<file path="src/ces_pkg.sv">
// shared types and constants for the conditional extremum search block
// no dependencies
`default_nettype none

package ces_pkg;

    localparam int DEPTH    = 512;
    localparam int ADDR_W   = $clog2(DEPTH);
    localparam int CNT_W    = $clog2(DEPTH + 1);
    localparam int DATA_W   = 32;
    localparam int INDEX_W  = 9;
    localparam int OP_W     = 3;
    localparam int CFG_W    = 10;
    localparam int PADDR_W  = 3;
    localparam int PDATA_W  = 32;

    localparam logic REG_COUNT_A = 1'b0;
    localparam logic REG_COUNT_B = 1'b1;

    typedef enum logic [OP_W-1:0] {
        OP_WR_A      = 3'd0,
        OP_WR_B      = 3'd1,
        OP_MAX_ABOVE = 3'd2,
        OP_MAX_BELOW = 3'd3,
        OP_MIN_ABOVE = 3'd4,
        OP_MIN_BELOW = 3'd5
    } op_t;

    typedef enum logic [1:0] {
        S_IDLE,
        S_REF,
        S_SCAN,
        S_DONE
    } state_t;

    typedef struct packed {
        logic [CNT_W-1:0] na;
        logic [CNT_W-1:0] nb;
    } counts_t;

    typedef struct packed {
        logic                     we_a;
        logic                     we_b;
        logic [ADDR_W-1:0]        waddr;
        logic signed [DATA_W-1:0] wdata;
        logic [ADDR_W-1:0]        raddr;
    } ram_req_t;

endpackage

`default_nettype wire

</file>
<file path="src/ces_cfg.sv">
// apb register file holding count_a and count_b
// depends on ces_pkg
`default_nettype none

module ces_cfg
    import ces_pkg::*;
(
    input  wire logic               clk,
    input  wire logic               rst_n,
    input  wire logic               psel,
    input  wire logic               penable,
    input  wire logic               pwrite,
    input  wire logic [PADDR_W-1:0] paddr,
    input  wire logic [PDATA_W-1:0] pwdata,
    output logic      [PDATA_W-1:0] prdata,
    output logic                    pready,
    output counts_t                 counts
);

    logic [CFG_W-1:0] count_a_reg, count_a_next;
    logic [CFG_W-1:0] count_b_reg, count_b_next;
    logic             wr_en;

    assign pready = 1'b1;
    assign wr_en  = psel & penable & pwrite;

    always_comb
    begin
        count_a_next = count_a_reg;
        count_b_next = count_b_reg;
        if (wr_en)
        begin
            case (paddr[2])
                REG_COUNT_A: count_a_next = pwdata[CFG_W-1:0];
                REG_COUNT_B: count_b_next = pwdata[CFG_W-1:0];
                default:     count_a_next = count_a_reg;
            endcase
        end
    end

    always_ff @(posedge clk or negedge rst_n)
    begin
        if (!rst_n)
        begin
            count_a_reg <= '0;
            count_b_reg <= '0;
        end
        else
        begin
            count_a_reg <= count_a_next;
            count_b_reg <= count_b_next;
        end
    end

    always_comb
    begin
        case (paddr[2])
            REG_COUNT_A: prdata = PDATA_W'(count_a_reg);
            REG_COUNT_B: prdata = PDATA_W'(count_b_reg);
            default:     prdata = '0;
        endcase
    end

    // clamp to the array depth
    assign counts.na = (32'(count_a_reg) > DEPTH) ? CNT_W'(DEPTH) : CNT_W'(count_a_reg);
    assign counts.nb = (32'(count_b_reg) > DEPTH) ? CNT_W'(DEPTH) : CNT_W'(count_b_reg);

endmodule

`default_nettype wire

</file>
<file path="config.mk">
export PLATFORM = sky130hd
export DESIGN_NAME = ces_cfg
export DESIGN_NICKNAME = d
export VERILOG_FILES = /design/src/ces_pkg.sv /design/src/ces_cfg.sv
export SDC_FILE = /design/constraint.sdc
export NUM_CORES = 1
export LEC_CHECK = 0
export ABC_AREA = 0
export ABC_CLOCK_PERIOD_IN_PS = 1450
export BUFFER_PORTS_ARGS = -buffer_cell sky130_fd_sc_hd__buf_4
export CAP_MARGIN = 20
export CORE_AREA = 2 2 54 66
export DETAILED_ROUTE_END_ITERATION = 8
export DIE_AREA = 0 0 56 68
export GPL_TIMING_DRIVEN = 0
export PLACE_DENSITY_LB_ADDON = 0.25
export RECOVER_POWER = 100
export REMOVE_ABC_BUFFERS = 1
export SLEW_MARGIN = 10
export SYNTH_ARGS = -nofsm -noshare
export SYNTH_HDL_FRONTEND = slang
export SYNTH_SLANG_ARGS = --single-unit
</file>
<file path="constraint.sdc">
create_clock -name clk -period 1.45 [get_ports clk]
set_clock_uncertainty 0.15 [all_clocks]
set_input_delay 0.145 -clock clk [delete_from_list [all_inputs] [get_ports clk]]
set_output_delay 0.145 -clock clk [all_outputs]
set_load 0.03 [all_outputs]
</file>
==> reports/summary.txt, run 1 <==
RUN STATUS
--------------------------------------------------------------------------------------------------
Violations in the final reports ..................................................... negative setup slack
Run status .......................................................................... finished with violations

YOSYS
--------------------------------------------------------------------------------------------------
Number of standard cells after synthesis ............................................          101
Yosys warns .........................................................................            0
Number of register bits inferred by synthesis .......................................           20
Syn Area/Cell .......................................................................     12.1 µm²
Post-Syn Area .......................................................................  0.00122 mm²
Sequential element share of the synthesized area ....................................        0.410
Post-synth cell types ...............................................................           11

DIE
--------------------------------------------------------------------------------------------------
Die area ............................................................................  0.00381 mm²
Row cnt .............................................................................           23
Core Area ...........................................................................  0.00322 mm²
Height of the die ...................................................................        68 µm
Die X-Extent ........................................................................        56 µm
Number of top-level design ports ....................................................           93
Initial Util ........................................................................        0.379

ROUTE
--------------------------------------------------------------------------------------------------
1st-pass router iterations ..........................................................            3
Routed metal-1 wirelength ...........................................................       954 µm
Number of vias per cell .............................................................         4.34
Number of DRC violations after detailed-routing iteration 0 .........................            7
Antenna violation net count after detailed routing ..................................            0
Routed length per placed instance ...................................................      13.5 µm
Total length of routed met3 wires ...................................................       166 µm
Total via count after detailed routing ..............................................          863
Remaining design rule violation count ...............................................            0
Routed wl met2 ......................................................................      1520 µm
Top layer in use ....................................................................         met4
Routed WL ...........................................................................      2680 µm

STA
--------------------------------------------------------------------------------------------------
Final Hold Violating Endpoints ......................................................            0
Hold slack final ....................................................................     0.227 ns
Upper clock frequency limit .........................................................    0.687 GHz
RSZ-0062 raised after global routing ................................................         true
Setup Total Neg Slack ...............................................................  -0.00464 ns
Crit path time final ................................................................      1.45 ns
Final Worst Setup Slack .............................................................  -0.00464 ns
Relative slew margins ...............................................................        0.617
Final Setup Violations ..............................................................            1
Number of pins exceeding their max-slew limit in the final report ...................            0
Share of the clock period used by the worst path after layout .......................         1.00
Slew at the pin closest to its max-slew limit .......................................     0.573 ns

CELLS AND AREA
--------------------------------------------------------------------------------------------------
Share of post-route cells with drive strength above 1 ...............................        0.562
Post-Route Utilization ..............................................................        0.549
Antenna diode instance count ........................................................            0
Total Nets Final ....................................................................          203
Cell Count, Final, Fillers Out ......................................................          199
Design Area, Final ..................................................................  0.00177 mm²
Area growth from synthesis to layout ................................................        45.0%

PLACE
--------------------------------------------------------------------------------------------------
Instance area after placement .......................................................  0.00148 mm²
Final weighted congestion in routability-driven placement ...........................        0.662
IO Port Bufs ........................................................................           45
Instance count after placement with tap cells included ..............................          175
Worst setup slack before clock tree synthesis .......................................    -0.464 ns
Placed wire-length estimate after detailed placement ................................      1790 µm

CLOCKING
--------------------------------------------------------------------------------------------------
Root Buffer ......................................................................... sky130_fd_sc_hd__clkbuf_8
Level count of the clock H-tree .....................................................            1
Number of buffers between clock root and the deepest sink ...........................            2
Clock latency reported for the late side of the worst-skew pair .....................      0.25 ns
CTS tree ............................................................................          yes
Clock transition time at the flip-flop clock pins of the worst setup and hold paths .      0.07 ns
TritonCTS Buffers ...................................................................            3
CTS sink cnt ........................................................................           20

GLOBAL ROUTING
--------------------------------------------------------------------------------------------------
Combined global-route utilization of all metal layers ...............................        0.143
Pin count of the biggest net entering global routing ................................           21
Vias in the first global route ......................................................          858
Antenna violations before repair ....................................................            0
Grt ovf .............................................................................            0
Global-route wire length before repair ..............................................      4150 µm

WORST SETUP PATH
--------------------------------------------------------------------------------------------------
Worst setup EP type .................................................................   output pin
Most prevalent standard cell on the critical path ................................... sky130_fd_sc_hd__buf_4
Critical path peak fanout ...........................................................            7
Critical path class .................................................................   reg -> out
Slowest stage cell, crit path ....................................................... sky130_fd_sc_hd__dfrtp_2
Cell family with most CP delay ......................................................   flip-flops
Number of buffers and inverters on the critical path ................................            2
Critical path startpoint category ...................................................     register
Slowest cell delay on critical path .................................................      0.46 ns
Critical-path cell list ............................................................. buf_4, nor2b_1, buf_4
CP arrival ..........................................................................      1.16 ns
Worst EP required ...................................................................      1.15 ns

PWR
--------------------------------------------------------------------------------------------------
Cell leakage power ..................................................................     0.889 nW
Post-route total power ..............................................................      2.56 mW
Largest voltage drop on the vdd net .................................................       734 µV
Power density of the placed cells ...................................................  1450 mW/mm²

RUN
--------------------------------------------------------------------------------------------------
Max Cap Viol ........................................................................            0

HOLD PATH
--------------------------------------------------------------------------------------------------
Worst min-delay path category .......................................................  in -> async

==> cells in the mapped netlist <==
cell / count / area (µm²)
sky130_fd_sc_hd__buf_2: 1 / 5.00
sky130_fd_sc_hd__buf_4: 23 / 173
sky130_fd_sc_hd__buf_6: 1 / 11.3
sky130_fd_sc_hd__clkbuf_1: 4 / 15.0
sky130_fd_sc_hd__conb_1: 2 / 7.51
sky130_fd_sc_hd__dfrtp_1: 20 / 500
sky130_fd_sc_hd__mux2_2: 20 / 225
sky130_fd_sc_hd__mux2_4: 10 / 150
sky130_fd_sc_hd__nand4_2: 1 / 12.5
sky130_fd_sc_hd__nand4b_1: 1 / 8.76
sky130_fd_sc_hd__nor2b_1: 18 / 113
==> cell type report <==
type	instances	area (µm²)
sequential	20	503
multi-input combinational	73	614
timing repair buffer	65	552
clock buffer	4	55.1
fill	290	1450
tap	37	46.3
==> logic make-up after synthesis <==
| family | after synthesis | share of synthesized area |
|---|---|---|
| buffers and inverters | 29 | 0.167 |
| DFF | 20 | 0.410 |
| muxes | 30 | 0.307 |
| other | 2 | 0.00615 |
| and+or+nand+nor | 20 | 0.110 |
==> what timing repair did <==
item / CTS / global route
setup buffers: 9 / 0
gates resized for setup: 3 / 19
endpoints found under the hold margin: 40 / 0
hold buffers: 11 / 0
setup endpoints to repair: 30 / 16
==> cells in the final DEF, fill, tap and decap left out <==
| cell type | synthesis | layout |
|---|---|---|
| sky130_fd_sc_hd__buf_4 | 23 | 34 |
| sky130_fd_sc_hd__nor2b_4 | 0 | 5 |
| sky130_fd_sc_hd__mux2_4 | 10 | 6 |
| sky130_fd_sc_hd__dlygate4sd3_1 | 0 | 11 |
| sky130_fd_sc_hd__nand4b_1 | 1 | 1 |
| sky130_fd_sc_hd__clkbuf_2 | 0 | 3 |
| sky130_fd_sc_hd__nand4_1 | 0 | 1 |
| sky130_fd_sc_hd__clkbuf_4 | 0 | 4 |
| sky130_fd_sc_hd__nor2b_1 | 18 | 12 |
| sky130_fd_sc_hd__buf_12 | 0 | 1 |
| sky130_fd_sc_hd__nor2b_2 | 0 | 1 |
| sky130_fd_sc_hd__conb_1 | 2 | 23 |
| sky130_fd_sc_hd__mux2_2 | 20 | 20 |
| sky130_fd_sc_hd__clkbuf_1 | 4 | 1 |
| sky130_fd_sc_hd__buf_6 | 1 | 10 |
| sky130_fd_sc_hd__buf_2 | 1 | 1 |
| sky130_fd_sc_hd__mux2_1 | 0 | 4 |
| sky130_fd_sc_hd__dfrtp_2 | 0 | 2 |
| sky130_fd_sc_hd__clkbuf_8 | 0 | 4 |
| sky130_fd_sc_hd__dfrtp_1 | 20 | 18 |
==> per-layer routing <==
| metal | GRT usage | vias up |
|---|---|---|
| met1 | 0.158 | 414 |
| met5 | 0 | - |
| li1 | - | 407 |
| met3 | 0.0208 | 4 |
| met4 | 0.0714 | 0 |
| met2 | 0.271 | 38 |
==> final timing paths <==
kind / startpoint / endpoint / slack (ns) / cells past startpoint
setup / recovery: count_a_reg[9] / counts[14] / -0.005 / 3
setup reg to reg: count_a_reg[9] / count_a_reg[9] / 0.31 / 2
hold / removal: rst_n / count_b_reg[1] / 0.23 / 2
hold reg to reg: count_b_reg[1] / count_b_reg[1] / 0.38 / 1
max in group asynchronous: rst_n / count_a_reg[9] / 0.55 / 2
min in group clk: penable / count_a_reg[3] / 0.27 / 4
==> power by group <==
part | internal, mW | total, mW | leakage (nW) | switching (mW)
registers | 0.684 | 0.789 | 0.238 | 0.105
logic | 0.625 | 1.35 | 0.622 | 0.728
clock network | 0.241 | 0.419 | 0.0288 | 0.178
Note: power is estimated with default switching activity, not from simulation.
==> run 2: changes to the inputs <==
--- a/config.mk
+++ b/config.mk
@@ -7,11 +7,11 @@
 export LEC_CHECK = 0
 export ABC_AREA = 0
 export ABC_CLOCK_PERIOD_IN_PS = 1450
-export BUFFER_PORTS_ARGS = -buffer_cell sky130_fd_sc_hd__buf_4
 export CAP_MARGIN = 20
-export CORE_AREA = 2 2 54 66
+export CORE_AREA = 2 2 50 61
 export DETAILED_ROUTE_END_ITERATION = 8
-export DIE_AREA = 0 0 56 68
+export DIE_AREA = 0 0 52 63
+export DONT_BUFFER_PORTS = 1
 export GPL_TIMING_DRIVEN = 0
 export PLACE_DENSITY_LB_ADDON = 0.25
 export RECOVER_POWER = 100
==> run 2 against run 1 <==
  * The flow still finishes with violations (negative setup slack)
  * Register-to-register slack got worse by 0.17 ns
  * Non-clock buffer count down 52
  * Die area down 14%
  * First-iteration DRC count grew 29%
  * Final cell count decreased by 28%
  * Sequential share of layout area up 7.4 points
  * Worst hold slack lost 0.053 ns
  * Flip-flop and latch count unchanged
  * Fmax fell by 10%
  * Largest cell class unchanged
  * Highest routed layer unchanged
==> reports/summary.txt, run 2 (synthesis gave the netlist of run 1 again) <==
WORST SETUP PATH
--------------------------------------------------------------------------------------------------
Critical path class .................................................................   reg -> out
Reg2reg end ......................................................................... count_a_reg[9]
Critical path peak fanout ...........................................................            8
Critical path startpoint category ...................................................     register
Startpoint of the lowest-slack register-to-register path ............................ count_a_reg[9]
Start point of the critical path .................................................... count_b_reg[9]
Worst R2R Path Depth ................................................................            2
Worst setup EP type .................................................................   output pin
Reg2Reg Setup Slack .................................................................      0.14 ns
Worst EP required ...................................................................      1.15 ns
CP arrival ..........................................................................      1.32 ns

PWR
--------------------------------------------------------------------------------------------------
Proportion of total power due to net switching ......................................        0.442
Cell leakage power ..................................................................     0.671 nW
Power density of the placed cells ...................................................  1540 mW/mm²
Comb pwr share ......................................................................        0.461
Internal cell power .................................................................      1.21 mW
Largest voltage drop on the vdd net .................................................       624 µV
Net switching power of the design ...................................................       957 µW
Clk network pwr share ...............................................................        0.146
Portion of total power attributed to sequential cells ...............................        0.393

DIE
--------------------------------------------------------------------------------------------------
Initial Util ........................................................................        0.451
Die X-Extent ........................................................................        52 µm
Die area ............................................................................  0.00328 mm²
Height of the die ...................................................................        63 µm
Core Area ...........................................................................  0.00271 mm²
Row cnt .............................................................................           21
Number of top-level design ports ....................................................           93

STA
--------------------------------------------------------------------------------------------------
Final Setup Violations ..............................................................           19
Slew at the pin closest to its max-slew limit .......................................     0.887 ns
RSZ-0062 raised after global routing ................................................         true
Relative slew margins ...............................................................        0.407
Hold slack final ....................................................................     0.173 ns
Share of the clock period used by the worst path after layout .......................         1.11
Number of pins exceeding their max-slew limit in the final report ...................            0
Final Hold Violating Endpoints ......................................................            0
Final Worst Setup Slack .............................................................    -0.166 ns
Upper clock frequency limit .........................................................    0.619 GHz
Crit path time final ................................................................      1.62 ns

CELLS AND AREA
--------------------------------------------------------------------------------------------------
Cell Count, Final, Fillers Out ......................................................          144
Area growth from synthesis to layout ................................................        15.5%
Most frequent cells in the layout ................................................... sky130_fd_sc_hd__conb_1, sky130_fd_sc_hd__mux2_2, sky130_fd_sc_hd__dfrtp_1
Total Nets Final ....................................................................          151
Most common cell after layout, fill and taps aside .................................. sky130_fd_sc_hd__conb_1
Share of post-route cells with drive strength above 1 ...............................        0.518
Antenna diode instance count ........................................................            0
Design Area, Final ..................................................................  0.00141 mm²

ROUTE
--------------------------------------------------------------------------------------------------
Antenna violation net count after detailed routing ..................................            0
1st-pass router iterations ..........................................................            2
Number of DRC violations after detailed-routing iteration 0 .........................            9
Remaining design rule violation count ...............................................            0
Routed length per placed instance ...................................................      17.3 µm
Number of vias per cell .............................................................         4.72
Routed WL ...........................................................................      2490 µm
Total via count after detailed routing ..............................................          679

CLOCKING
--------------------------------------------------------------------------------------------------
TritonCTS Buffers ...................................................................            3
Clock transition time at the flip-flop clock pins of the worst setup and hold paths .      0.11 ns
Clock latency reported for the late side of the worst-skew pair .....................      0.29 ns
Root Buffer ......................................................................... sky130_fd_sc_hd__clkbuf_4
Number of buffers between clock root and the deepest sink ...........................            2
Level count of the clock H-tree .....................................................            1
CTS tree ............................................................................          yes
CTS sink cnt ........................................................................           20

PLACE
--------------------------------------------------------------------------------------------------
Instance area after placement .......................................................  0.00114 mm²
Placed wire-length estimate after detailed placement ................................      1510 µm
Final weighted congestion in routability-driven placement ...........................        0.589
IO Port Bufs ........................................................................            0
Instance count after placement with tap cells included ..............................          127

HOLD PATH
--------------------------------------------------------------------------------------------------
Worst Hold Launch ...................................................................     paddr[2]
Destination of the worst hold path .................................................. count_b_reg[9]
Count of cells along the worst hold path ............................................            2
Worst min-delay path category .......................................................    in -> reg

GLOBAL ROUTING
--------------------------------------------------------------------------------------------------
Antenna violations before repair ....................................................            0
Vias in the first global route ......................................................          689
Grt ovf .............................................................................            0
Global-route wire length before repair ..............................................      3870 µm
Combined global-route utilization of all metal layers ...............................        0.166
Pin count of the biggest net entering global routing ................................           21

RUN STATUS
--------------------------------------------------------------------------------------------------
Run status .......................................................................... finished with violations
Violations in the final reports ..................................................... negative setup slack

RUN
--------------------------------------------------------------------------------------------------
Max Cap Viol ........................................................................            0

==> run 2: cell types whose count changed in the layout (fill, tap and decap cells not counted), moves of 2 or more <==
cell	previous run	this run
sky130_fd_sc_hd__buf_8	0	2
sky130_fd_sc_hd__nor2b_4	5	9
sky130_fd_sc_hd__clkbuf_8	4	1
sky130_fd_sc_hd__clkbuf_2	3	0
sky130_fd_sc_hd__buf_4	34	0
sky130_fd_sc_hd__mux2_4	6	10
sky130_fd_sc_hd__nor2b_2	1	9
sky130_fd_sc_hd__mux2_1	4	0
sky130_fd_sc_hd__buf_6	10	0
sky130_fd_sc_hd__nor2b_1	12	0
==> run 2: final cells by class <==
class	instances	area, µm²
Sequential cell	20	505
Timing Repair Buffer	13	140
Clock buffer	4	36.3
Multi-Input combinational cell	73	686
Tap cell	34	42.5
Fill cell	253	1300
==> run 2: how the worst max path moves through the flow <==
stage	end	slack (ns)
4_1_cts	counts[7]	-0.17
3_5_place_dp	count_a_reg[2]	-0.27
5_1_grt	counts[3]	-0.22
2_1_floorplan	count_a_reg[0]	0.01
6_report	counts[3]	-0.17
3_3_place_gp	count_a_reg[7]	-0.27
==> run 2: critical path, stage by stage, from the launching register on <==
cell	delay, ns
sky130_fd_sc_hd__dfrtp_4	0.61
sky130_fd_sc_hd__buf_8	0.19
sky130_fd_sc_hd__nor2b_4	0.22
==> run 2: routing by layer <==
metal	vias up	share of wire	track usage	routed length (µm)
met2	29	0.54	0.274	1350
met4	0	0.0060	0.0592	15
met1	343	0.40	0.209	990
met3	2	0.052	0.0335	129
li1	305	-	-	-
met5	-	0	0	0
==> run 2: power groups by stage <==
stage / sequential (mW) / combinational, mW / clock, mW
after floorplan: 0.794 / 0.765 / 0
after global placement: 0.832 / 0.797 / 0
after detailed placement: 0.844 / 0.800 / 0
after CTS: 0.851 / 1.00 / 0.332
after global routing: 0.872 / 1.04 / 0.364
final: 0.850 / 0.999 / 0.317
==> run 2: per-stage QoR <==
step                      TNS (ns)  setup slack [ns]  total power [mW]  utilization
after global routing         -3.28            -0.217              2.28        0.521
final                        -2.28            -0.166              2.17        0.521
after detailed placement     -3.88            -0.273              1.64        0.421
after floorplan                  0            0.0122              1.56            -
after global placement       -3.88            -0.266              1.63        0.421
after CTS                    -2.68            -0.174              2.18        0.520
==> run 2: repair_timing <==
action / CTS / global route
gates cloned: 0 / 0
hold endpoints to repair: 40 / 0
endpoints found under the setup margin: 19 / 19
hold buffers: 11 / 0
setup buffers: 2 / 0
gates resized for setup: 35 / 1
pin swaps: 0 / 0
