## src/ces_pkg.sv

```systemverilog
// shared types and constants for the conditional extremum search block
// no dependencies
`default_nettype none

package ces_pkg;

    localparam int DEPTH    = 512;
    localparam int ADDR_W   = $clog2(DEPTH);
    localparam int CNT_W    = $clog2(DEPTH + 1);
    localparam int DATA_W   = 32;
    localparam int INDEX_W  = 9;
    localparam int OP_W     = 3;
    localparam int CFG_W    = 10;
    localparam int PADDR_W  = 3;
    localparam int PDATA_W  = 32;

    localparam logic REG_COUNT_A = 1'b0;
    localparam logic REG_COUNT_B = 1'b1;

    typedef enum logic [OP_W-1:0] {
        OP_WR_A      = 3'd0,
        OP_WR_B      = 3'd1,
        OP_MAX_ABOVE = 3'd2,
        OP_MAX_BELOW = 3'd3,
        OP_MIN_ABOVE = 3'd4,
        OP_MIN_BELOW = 3'd5
    } op_t;

    typedef enum logic [1:0] {
        S_IDLE,
        S_REF,
        S_SCAN,
        S_DONE
    } state_t;

    typedef struct packed {
        logic [CNT_W-1:0] na;
        logic [CNT_W-1:0] nb;
    } counts_t;

    typedef struct packed {
        logic                     we_a;
        logic                     we_b;
        logic [ADDR_W-1:0]        waddr;
        logic signed [DATA_W-1:0] wdata;
        logic [ADDR_W-1:0]        raddr;
    } ram_req_t;

endpackage

`default_nettype wire

```

## src/ces_ctrl.sv

```systemverilog
// sequencer: write items, reference read, one-entry-per-cycle scan, result
// depends on ces_pkg
`default_nettype none

module ces_ctrl
    import ces_pkg::*;
(
    input  wire logic                     clk,
    input  wire logic                     rst_n,
    input  wire logic                     start,
    input  wire logic [OP_W-1:0]          operation,
    input  wire logic [INDEX_W-1:0]       index,
    input  wire logic signed [DATA_W-1:0] value,
    input  wire counts_t                  counts,
    input  wire logic signed [DATA_W-1:0] rdata_a,
    input  wire logic signed [DATA_W-1:0] rdata_b,
    output ram_req_t                      ram_req,
    output logic                          busy,
    output logic                          done,
    output logic                          found,
    output logic [INDEX_W-1:0]            position
);

    state_t                   state_reg, state_next;
    op_t                      op_reg, op_next;
    logic [INDEX_W-1:0]       idx_reg, idx_next;
    logic [ADDR_W-1:0]        cmp_idx_reg, cmp_idx_next;
    logic signed [DATA_W-1:0] ref_val_reg, ref_val_next;
    logic signed [DATA_W-1:0] best_val_reg, best_val_next;
    logic [ADDR_W-1:0]        best_pos_reg, best_pos_next;
    logic                     have_reg, have_next;

    logic                     scan_b;
    logic                     want_above;
    logic [CNT_W-1:0]         n_scan;
    logic [CNT_W-1:0]         n_ref;
    logic signed [DATA_W-1:0] scan_val;
    logic                     qualifies;
    logic                     better;
    logic                     last;
    logic                     in_range;

    // modes 2 and 3 reference A and scan B
    assign scan_b     = (op_reg == OP_MAX_ABOVE) || (op_reg == OP_MAX_BELOW);
    assign want_above = (op_reg == OP_MAX_ABOVE) || (op_reg == OP_MIN_ABOVE);
    assign n_scan     = scan_b ? counts.nb : counts.na;
    assign n_ref      = scan_b ? counts.na : counts.nb;
    assign scan_val   = scan_b ? rdata_b : rdata_a;
    assign in_range   = 32'(idx_reg) < 32'(n_ref);
    assign qualifies  = want_above ? (scan_val > ref_val_reg) : (scan_val < ref_val_reg);
    assign better     = !have_reg ||
                        (scan_b ? (scan_val > best_val_reg) : (scan_val < best_val_reg));
    assign last       = ({1'b0, cmp_idx_reg} == (n_scan - CNT_W'(1)));

    always_comb
    begin
        state_next    = state_reg;
        op_next       = op_reg;
        idx_next      = idx_reg;
        cmp_idx_next  = cmp_idx_reg;
        ref_val_next  = ref_val_reg;
        best_val_next = best_val_reg;
        best_pos_next = best_pos_reg;
        have_next     = have_reg;

        ram_req.we_a  = 1'b0;
        ram_req.we_b  = 1'b0;
        ram_req.waddr = ADDR_W'(index);
        ram_req.wdata = value;
        ram_req.raddr = ADDR_W'(index);

        busy     = (state_reg != S_IDLE);
        done     = 1'b0;
        found    = have_reg;
        position = INDEX_W'(best_pos_reg);

        case (state_reg)
            S_IDLE:
            begin
                if (start)
                begin
                    op_next  = op_t'(operation);
                    idx_next = index;
                    case (op_t'(operation))
                        OP_WR_A:
                        begin
                            ram_req.we_a = (32'(index) < DEPTH);
                        end
                        OP_WR_B:
                        begin
                            ram_req.we_b = (32'(index) < DEPTH);
                        end
                        OP_MAX_ABOVE, OP_MAX_BELOW, OP_MIN_ABOVE, OP_MIN_BELOW:
                        begin
                            state_next = S_REF;
                        end
                        default:
                        begin
                            state_next = S_IDLE;
                        end
                    endcase
                end
            end
            S_REF:
            begin
                ref_val_next  = scan_b ? rdata_a : rdata_b;
                have_next     = 1'b0;
                best_pos_next = '0;
                best_val_next = '0;
                cmp_idx_next  = '0;
                ram_req.raddr = '0;
                if (in_range && (n_scan != '0))
                begin
                    state_next = S_SCAN;
                end
                else
                begin
                    state_next = S_DONE;
                end
            end
            S_SCAN:
            begin
                ram_req.raddr = cmp_idx_reg + ADDR_W'(1);
                if (qualifies && better)
                begin
                    have_next     = 1'b1;
                    best_val_next = scan_val;
                    best_pos_next = cmp_idx_reg;
                end
                cmp_idx_next = cmp_idx_reg + ADDR_W'(1);
                if (last)
                begin
                    state_next = S_DONE;
                end
            end
            S_DONE:
            begin
                done       = 1'b1;
                state_next = S_IDLE;
            end
            default:
            begin
                state_next = S_IDLE;
            end
        endcase
    end

    always_ff @(posedge clk or negedge rst_n)
    begin
        if (!rst_n)
        begin
            state_reg <= S_IDLE;
            have_reg  <= 1'b0;
        end
        else
        begin
            state_reg <= state_next;
            have_reg  <= have_next;
        end
    end

    always_ff @(posedge clk)
    begin
        op_reg       <= op_next;
        idx_reg      <= idx_next;
        cmp_idx_reg  <= cmp_idx_next;
        ref_val_reg  <= ref_val_next;
        best_val_reg <= best_val_next;
        best_pos_reg <= best_pos_next;
    end

endmodule

`default_nettype wire

```

## config.mk

```make
export PLATFORM = sky130hd
export DESIGN_NAME = ces_ctrl
export DESIGN_NICKNAME = d
export VERILOG_FILES = /design/src/ces_pkg.sv /design/src/ces_ctrl.sv
export SDC_FILE = /design/constraint.sdc
export NUM_CORES = 1
export LEC_CHECK = 0
export BUFFER_PORTS_ARGS = -buffer_cell sky130_fd_sc_hd__buf_2
export CORE_ASPECT_RATIO = 0.75
export CORE_MARGIN = 3
export CORE_UTILIZATION = 45
export DETAILED_ROUTE_END_ITERATION = 10
export PLACE_DENSITY_LB_ADDON = 0.2
export SLEW_MARGIN = 25
export SYNTH_ARGS = -nofsm -noshare
export SYNTH_HDL_FRONTEND = slang
export SYNTH_SLANG_ARGS = --single-unit
```

## constraint.sdc

```tcl
create_clock -name clk -period 20 [get_ports clk]
set_clock_uncertainty 0.2 [all_clocks]
set_input_delay 0 -clock clk [delete_from_list [all_inputs] [get_ports clk]]
set_output_delay 0 -clock clk [all_outputs]
set_load 0.02 [all_outputs]
```

==> impl_metrics.yaml, run 1 <==
status:
  status: "completed"
worst_hold_path:
  min_path_type: "primary input to flop"
  hold_start: "start"
  hold_path_depth: 5
  hold_end: "state_reg[1]"
run:
  drv_cap: 0
floorplanning:
  io_pins: 195
  fp-row-count: 39
  initial_core_util_pct: 46.48
  core-area_um2: 15420
  design.die.area_um2: 17490
  die-height_um: 115.3
  die_w_um: 151.7
timing:
  fin_crit_sh_pct: 24.64
  fmax_ghz: 0.2029
  slew-limit-headroom_pct: 42.73
  timing.final.ws_setup_ns: 15.07
  setup_viol: 0
  period_needed_ns: 4.929
  setup_tns_ns: 0
  worstMarginPinSlew_ns: 0.8590
  report.final.slew_viol_count: 0
  grt_setup_unrepaired: "no"
  finalHoldViolCount: 0
global_route:
  grt_pass1_wl_um: 28750
  grt-ovfl-total: 0
  gr-usage-all-layers_pct: 21.01
  grt_antenna_before_repair: 0
  grt_start_max_net_pins: 83
  grt_pass1_vias: 5858
cts:
  cts_buffers: 9
  h-tree-depth: 3
  cts_setup_buffers: 0
  insertion_delay_ns: 0.36
  cts.sinks: 97
  clk_path_buf_depth: 2
  cts_hold_buf: 142
  clk_pin_slew_ns: 0.07
  cts_resized: 0
  root_buffer: "clkbuf_16"
  cts_tree: "done"
routing:
  first_iter_violations: 414
  drt-vias-per-instance: 4.952
  ant_nets: 0
  num_vias: 6041
  first_pass_iters: 5
  totalWireLength_um: 18230
  wire_per_inst_um: 14.94
  drc: 0
pwr:
  power.leakage_uw: 0.004480
  ir_worst_vdd_uv: 109.8
  power.density_nw_per_um2: 117.9
  finalPower_uw: 1116
synth:
  ys_types: 56
  async_flop_share_pct: 3.093
  synth_fp_nets: 997
  syn_inst: 788
  netlist_area_um2: 7167
  synthFlopType: "edfxtp_1"
  ys_ff_latch: 97
  synth_edf_count: 94
  synth.avg_cell_area_um2: 9.095
  ys_seq_area_share_pct: 40.43
  ys_warn_count: 0
placement:
  place_hpwl_um: 12530
  preCtsSetupSlack_ns: 15.18
  port_buffers: 130
  place.gp.congestion: 0.8107
  placed_area_um2: 7721
worst_setup_path:
  cp-start-kind: "flop"
  path_class: "flop to flop"
  path_max_fanout: 59
  cp-end-kind: "flop"
  timing.reg2reg.setup_slack_ns: 15.07
  arrival_ns: 4.76
  crit_required_ns: 19.83
  r2r_end: "best_val_reg[17]"
  reg2reg_depth: 13
  worstReg2RegStart: "op_reg[2]"
cells_and_area:
  syn2layout_area_growth_pct: 32.02
  antennaDiodeCount: 0
  stdcell_area_um2: 9462
  nFillCells: 1367
  fin_nets: 1219
  drive_gt1_share_pct: 16.95
[critical path, stage by stage (launching register included)]
cell	delay, ns
edfxtp_1	0.42
and2b_2	0.46
buf_4	0.64
nand2_1	0.11
nand2_1	0.13
ha_1	0.30
a21oi_1	0.29
o211ai_1	0.14
a221o_1	0.29
o2bb2ai_1	0.26
mux2i_1	0.23
a311oi_1	0.19
o31ai_4	0.49
buf_4	0.41
[per-layer routing]
| layer | share of wire [%] | GRT usage [%] | vias to the layer above |
|---|---|---|---|
| li1 | - | - | 3085 |
| met1 | 49 | 30.22 | 2758 |
| met2 | 44 | 32.93 | 184 |
| met3 | 5.8 | 4.610 | 14 |
| met4 | 0.94 | 4.189 | 0 |
| met5 | 0 | 0 | - |
[how the worst max path moves through the flow]
stage	cells past startpoint	slack (ns)	to	start
final	13	15.07	best_val_reg[17]	op_reg[2]
after global routing	13	14.68	best_val_reg[17]	op_reg[2]
after CTS	13	15.12	best_val_reg[21]	op_reg[2]
after detailed placement	13	15.18	best_val_reg[11]	op_reg[2]
after global placement	13	14.84	best_val_reg[6]	op_reg[2]
after floorplan	15	13.26	best_val_reg[0]	op_reg[1]
[cell type report]
type	count	area, µm²	area share [%]
Timing Repair Buffer	278	2121	22.41
Multi-Input combinational cell	553	3601	38.06
Tap cell	205	256.5	2.711
Inverter	71	266.5	2.817
Clock inverter	7	93.84	0.9918
Sequential cell	97	2898	30.63
Clock buffer	9	225.2	2.380
[cells by family after synthesis]
| family | share of synthesized area, % |
|---|---|
| muxes | 4.626 |
| and+or+nand+nor | 21.19 |
| adders and majority gates | 13.62 |
| xor gates and xnor gates | 2.322 |
| buffers and inverters | 9.567 |
| AOI/OAI and AO/OA | 8.240 |
| DFF | 40.43 |
[Yosys cell counts, drive strengths merged, types with 3 or more instances]
| cell type | instances | area (µm²) |
|---|---|---|
| o211ai | 4 | 30.03 |
| edfxtp | 94 | 2823 |
| mux2 | 14 | 161.4 |
| ha | 78 | 975.9 |
| nand2b | 4 | 25.02 |
| nor2b | 4 | 25.02 |
| nor3 | 14 | 80.08 |
| nand3 | 10 | 50.05 |
| a21oi | 32 | 160.2 |
| o31ai | 3 | 22.52 |
| xnor2 | 13 | 113.9 |
| o21a | 3 | 22.52 |
| nand4 | 10 | 62.56 |
| nor4 | 4 | 25.02 |
| inv | 71 | 266.5 |
| buf | 49 | 351.6 |
| clkbuf | 18 | 67.56 |
| dfrtp | 3 | 75.07 |
| mux2i | 17 | 170.2 |
| o21ai | 16 | 80.07 |
| and2 | 46 | 287.8 |
| a21o | 6 | 45.04 |
| xor2 | 6 | 52.55 |
| or3 | 4 | 25.02 |
| nand2 | 215 | 807.0 |
| nor2 | 14 | 52.55 |
| and3 | 3 | 18.77 |
| a21boi | 5 | 37.54 |
[report_power, final]
| group | total, µW | internal (µW) | switching, µW |
|---|---|---|---|
| clock | 190 | 110 | 80.7 |
| sequential | 383 | 346 | 37.0 |
| combinational | 542 | 219 | 323 |
| total | 1120 | 675 | 441 |
[through the flow]
stage	hold slack [ns]	cells	util, %
final	0.1513	1220	61.36
after global routing	0.1844	1220	61.36
after CTS	0.1338	1220	61.36
after detailed placement	-0.3860	1062	50.07
after global placement	-0.3851	1061	50.00
after floorplan	-0.4956	788	-
[placed cells by master, fill, tap and decap left out, types with 3 or more instances in the layout]
cell type,count
and3_1,3
a21boi_0,5
buf_2,130
nor3_1,12
nand3_1,10
clkbuf_16,9
buf_4,5
xnor2_1,13
o211ai_1,4
nor2b_1,4
ha_1,78
mux2_2,11
dlygate4sd3_1,142
dfrtp_1,3
o21ai_0,15
nor2_1,14
a21o_1,6
xor2_1,6
and2_1,46
nand4_1,10
inv_1,71
nor4_1,4
or3_1,4
nand2_1,215
nand2b_1,3
edfxtp_1,94
mux2i_1,17
o21a_1,3
a21oi_1,32
No activity file was read; power rests on OpenSTA's default activity.
==> inputs of run 2 (changes only) <==
- clock period: 20 -> 4.2 ns (I/O delays scaled with it)
==> run 2 against run 1 <==
Effect of this change:
- critical endpoint is now best_val_reg[24]
- count of clock-buffer cells in the layout is the same
- register-to-register slack lost 15 ns
- sequential share of layout area shrank 0.20 points
- highest routed layer unchanged
- die area is the same
- first-iteration DRC count shrank 9.2%
- largest cell class unchanged
- critical path depth is the same
- final cell count grew 0.25%
==> impl_metrics.yaml, run 2 (synthesized netlist as in run 1, its figures left out) <==
cts:
  cts.sinks: 97
  root_buffer: "clkbuf_16"
  h-tree-depth: 3
  cts_buffers: 9
  clk_pin_slew_ns: 0.07
  clk_path_buf_depth: 2
  cts_tree: "done"
  insertion_delay_ns: 0.35
  cts_setup_buffers: 0
floorplanning:
  design.die.area_um2: 17490
  io_pins: 195
  die-height_um: 115.3
  initial_core_util_pct: 46.48
  die_w_um: 151.7
  core-area_um2: 15420
  fp-row-count: 39
worst_setup_path:
  worstReg2RegStart: "op_reg[2]"
  crit_chain: "and2b_4, buf_12, nand2_1, nand2_1, ha_1, a21o_1, a21oi_1, nor2b_1, a2111o_1, o21a_1, o311a_1, o31ai_4, buf_4"
  critPathTopFamily: "compound AO/OA/AOI/OAI gates"
  cp-end-kind: "flop"
  crit_slowest_cell: "and2b_4"
  path_class: "flop to flop"
  slowest_delay_ns: 0.44
  r2r_end: "best_val_reg[24]"
  arrival_ns: 3.82
  cp-start-kind: "flop"
  reg2reg_depth: 13
  crit_path_frequent_cell: "nand2_1"
  path_max_fanout: 53
  timing.reg2reg.setup_slack_ns: 0.23
  crit_required_ns: 4.05
  cp_num_buf_inv: 2
routing:
  drt-vias-per-instance: 5.010
  num_vias: 6127
  topRoutingLayerUsed: "met4"
  totalWireLength_um: 18330
  dr_wl_met3_um: 838
  first_iter_violations: 376
  met2_length_um: 8559
  ant_nets: 0
  wire_per_inst_um: 14.99
  drc: 0
  wl_met1_um: 8807
  first_pass_iters: 4
timing:
  finalHoldViolCount: 0
  fmax_ghz: 0.2518
  slew-limit-headroom_pct: 46.66
  period_needed_ns: 3.971
  setup_viol: 0
  setup_tns_ns: 0
  fin_crit_sh_pct: 94.55
  whs_ns: 0.1395
  worstMarginPinSlew_ns: 0.8001
  report.final.slew_viol_count: 0
cells_and_area:
  layout_common_cells: "nand2_1, dlygate4sd3_1, buf_2"
  final_common_cell: "nand2_1"
  antennaDiodeCount: 0
  fin_nets: 1222
  syn2layout_area_growth_pct: 32.89
  drive_gt1_share_pct: 17.39
pwr:
  power.leakage_uw: 0.004503
  ir_worst_vdd_uv: 545.1
  power.density_nw_per_um2: 558.2
  finalPower_uw: 5316
placement:
  port_buffers: 130
  place_hpwl_um: 12680
  place.gp.congestion: 0.8006
status:
  status: "completed"
global_route:
  grt_antenna_before_repair: 0
  gr-usage-all-layers_pct: 21.01
  grt_pass1_vias: 5889
  grt-ovfl-total: 0
  grt_start_max_net_pins: 54
  grt_pass1_wl_um: 28920
worst_hold_path:
  min_path_type: "primary input to flop"
  hold_end: "state_reg[1]"
  hold_path_depth: 5
  hold_start: "start"
run:
  drv_cap: 0
-- run 2: cell count changes in the layout (fill, tap and decap cells not counted), sizes merged --
| cell | delta |
|---|---|
| clkinvlp | -1 |
| bufinv | -1 |
| inv | -1 |
| clkinv | +3 |
| buf | +3 |
-- run 2: worst max path at each step --
| stage | to | cells after the start | slack, ns | start |
|---|---|---|---|---|
| global placement | best_val_reg[27] | 13 | 0.30 | op_reg[2] |
| finish | best_val_reg[24] | 13 | 0.23 | op_reg[2] |
| floorplan | best_val_reg[0] | 15 | -0.21 | op_reg[2] |
| global route | best_val_reg[24] | 13 | -0.001 | op_reg[2] |
| CTS | best_val_reg[24] | 13 | 0.15 | op_reg[2] |
| detailed placement | best_val_reg[24] | 13 | 0.17 | op_reg[2] |
-- run 2: stage by stage --
stage          instance area [µm²]  utilization, %  setup slack [ns]  std cells
2_1_floorplan                 7254               -           -0.2061        788
3_3_place_gp                  7792           50.54            0.3042       1065
3_5_place_dp                  7792           50.54            0.1707       1065
4_1_cts                       9510           61.68            0.1466       1223
5_1_grt                       9524           61.77         -0.001317       1223
6_report                      9524           61.77            0.2290       1223
-- run 2: layer usage --
layer | up-vias | track usage [%]
li1 | 3095 | -
met1 | 2853 | 29.44
met2 | 168 | 34.85
met3 | 11 | 4.098
met4 | 0 | 2.992
met5 | - | 0
-- run 2: timing repair --
action / 4_1_cts / 5_1_grt
gates resized for setup: 0 / 3
hold endpoints to repair: 112 / 0
endpoints found under the setup margin: 0 / 41
hold buffers: 142 / 0
-- run 2: layout make-up --
type	instances	area, µm²
clock buffer	9	225.2
multi-input combinational	553	3630
timing repair buffer	281	2177
tap	205	256.5
clock inverter	7	71.32
fill	1346	5896
sequential	97	2898
inverter	71	266.5
-- run 2: report_power, final --
| part | switching, µW | internal (µW) |
|---|---|---|
| combinational | 1550 | 1080 |
| clock | 384 | 461 |
| sequential | 186 | 1650 |
| total | 2120 | 3190 |
-- run 2: worst register-to-register path: cells and delay by family, from the launching register on --
| family | cells | cell delay [ns] |
|---|---|---|
| AO/OA/AOI/OAI | 6 | 1.48 |
| AND/OR/NAND/NOR | 4 | 0.74 |
| buffers and inverters | 2 | 0.57 |
| flip-flops | 1 | 0.42 |
| adder cells (fa/ha/maj) | 1 | 0.26 |
==> inputs of run 3 (changes only) <==
- CELL_PAD_IN_SITES_DETAIL_PLACEMENT: not set -> 1
- CELL_PAD_IN_SITES_GLOBAL_PLACEMENT: not set -> 1
- CORE_UTILIZATION: 45 -> 36
- CTS_CLUSTER_SIZE: not set -> 16
- REMOVE_ABC_BUFFERS: not set -> 1
==> run 3 against run 2 <==
Effect of this change:
- count of clock-buffer cells in the layout grew 1
- clock power grew 2%
- highest routed layer unchanged
- first-iteration DRC count shrank 37%
- hold slack lost 0.036 ns
- flip-flop and latch count is the same
- critical path depth is the same
- maximum frequency shrank 1.1%
==> impl_metrics.yaml, run 3 (synthesized netlist as in run 1, its figures left out) <==
status:
  status: "completed"
cts:
  cts.sinks: 97
  clk_path_buf_depth: 2
  cts_tree: "done"
  cts_buffers: 9
  insertion_delay_ns: 0.35
  cts_setup_buffers: 0
  root_buffer: "clkbuf_16"
  clk_pin_slew_ns: 0.07
  h-tree-depth: 3
placement:
  place.gp.congestion: 0.7766
  port_buffers: 130
  place_hpwl_um: 15520
  dp.cells: 1118
pwr:
  finalPower_uw: 5406
  power.density_nw_per_um2: 562.2
  ir_worst_vdd_uv: 370.9
  power.leakage_uw: 0.004519
routing:
  first_pass_iters: 6
  wire_per_inst_um: 17.50
  drc: 0
  first_iter_violations: 236
  totalWireLength_um: 22340
  ant_nets: 0
  drt-vias-per-instance: 4.882
  num_vias: 6230
worst_setup_path:
  path_class: "flop to flop"
  slowest_delay_ns: 0.46
  cp-start-kind: "flop"
  arrival_ns: 3.87
  crit_slowest_cell: "edfxtp_1"
  crit_required_ns: 4.05
  path_max_fanout: 47
  reg2reg_depth: 13
  crit_chain: "and2b_2, buf_12, nand2_1, nand2_1, ha_1, nand4_1, nor4_2, a21boi_1, o2bb2ai_1, mux2i_1, a311oi_2, o31ai_4, buf_12"
  cp-end-kind: "flop"
floorplanning:
  io_pins: 195
  core-area_um2: 19430
  die_w_um: 168.9
  fp-row-count: 44
  initial_core_util_pct: 36.88
  design.die.area_um2: 21650
  die-height_um: 128.2
worst_hold_path:
  min_path_type: "primary input to flop"
  hold_path_depth: 5
cells_and_area:
  post_layout_nonfiller_instances: 1276
  syn2layout_area_growth_pct: 34.17
  antennaDiodeCount: 0
  drive_gt1_share_pct: 17.69
  final_common_cell: "nand2_1"
  fin_nets: 1227
  multiInputGateArea_um2: 3618
  layout_common_cells: "nand2_1, dlygate4sd3_1, buf_2"
  nFillCells: 2247
  layout.area.seq_um2: 2898
run:
  drv_cap: 0
global_route:
  grt-ovfl-total: 0
  grt_pass1_vias: 6440
  gr-usage-all-layers_pct: 20.52
  grt_antenna_before_repair: 0
  grt_pass1_wl_um: 34830
  grt_start_max_net_pins: 48
timing:
  grt_setup_unrepaired: "no"
  report.final.slew_viol_count: 0
  fmax_ghz: 0.2490
  period_needed_ns: 4.016
  fin_crit_sh_pct: 95.63
  worstMarginPinSlew_ns: 0.8242
  setup_viol: 0
  slew-limit-headroom_pct: 45.05
  finalHoldViolCount: 0
run 3: through the flow:
stage	setup slack [ns]	cell area [µm²]	hold slack (ns)	utilization [%]	TNS (ns)
6_report	0.1837	9615	0.1035	49.48	0
5_1_grt	0.00005951	9615	0.1298	49.48	0
3_3_place_gp	0.04778	7880	-0.3905	40.55	0
2_1_floorplan	-3.241	6748	-0.4956	-	-132.87
3_5_place_dp	-0.001570	7880	-0.3905	40.55	-0.008110
4_1_cts	0.08145	9605	0.09439	49.43	0
run 3: worst max-delay path: cells and delay by family, from the launching register on:
| family | cells | cell delay, ns |
|---|---|---|
| adders and majority gates | 1 | 0.33 |
| buffers and inverters | 2 | 0.43 |
| muxes | 1 | 0.22 |
| and+or+nand+nor | 5 | 1.07 |
| DFF | 1 | 0.46 |
| AOI/OAI and AO/OA | 4 | 0.94 |
run 3: area by class of cell:
type | instances | share of cell area (%)
Multi-Input combinational cell | 553 | 37.63
Inverter | 71 | 2.772
Clock buffer | 10 | 2.381
Sequential cell | 97 | 30.14
Tap cell | 253 | 3.292
Clock inverter | 6 | 0.7157
Timing Repair Buffer | 286 | 23.07
run 3: final timing paths:
check | from | endpoint | slack, ns
max in group asynchronous | rst_n | state_reg[1] | 3.30
hold reg to reg | found | found | 0.38
setup / recovery | op_reg[1] | best_val_reg[22] | 0.18
hold / removal | start | state_reg[0] | 0.10
min in group asynchronous | rst_n | state_reg[0] | 0.35
setup reg to reg | op_reg[1] | best_val_reg[22] | 0.18
run 3: metal layers:
layer  vias up  wire (µm)  global-route usage [%]
li1       3090          -                       -
met5         -          0                       0
met3        20        857                   3.853
met1      3007      10500                   28.11
met4         0        273                   4.425
met2       113      10710                   33.99
run 3: power breakdown:
group / internal, µW / total (µW) / switching [µW]
clock network: 464 / 858 / 395
registers: 1650 / 1820 / 178
logic: 1100 / 2720 / 1620
total: 3210 / 5410 / 2200
run 3: repair_timing:
item	in CTS	in global routing
gates resized for setup	2	2
hold buffers	142	0
endpoints found under the hold margin	112	0
gates cloned	0	0
setup endpoints to repair	15	41
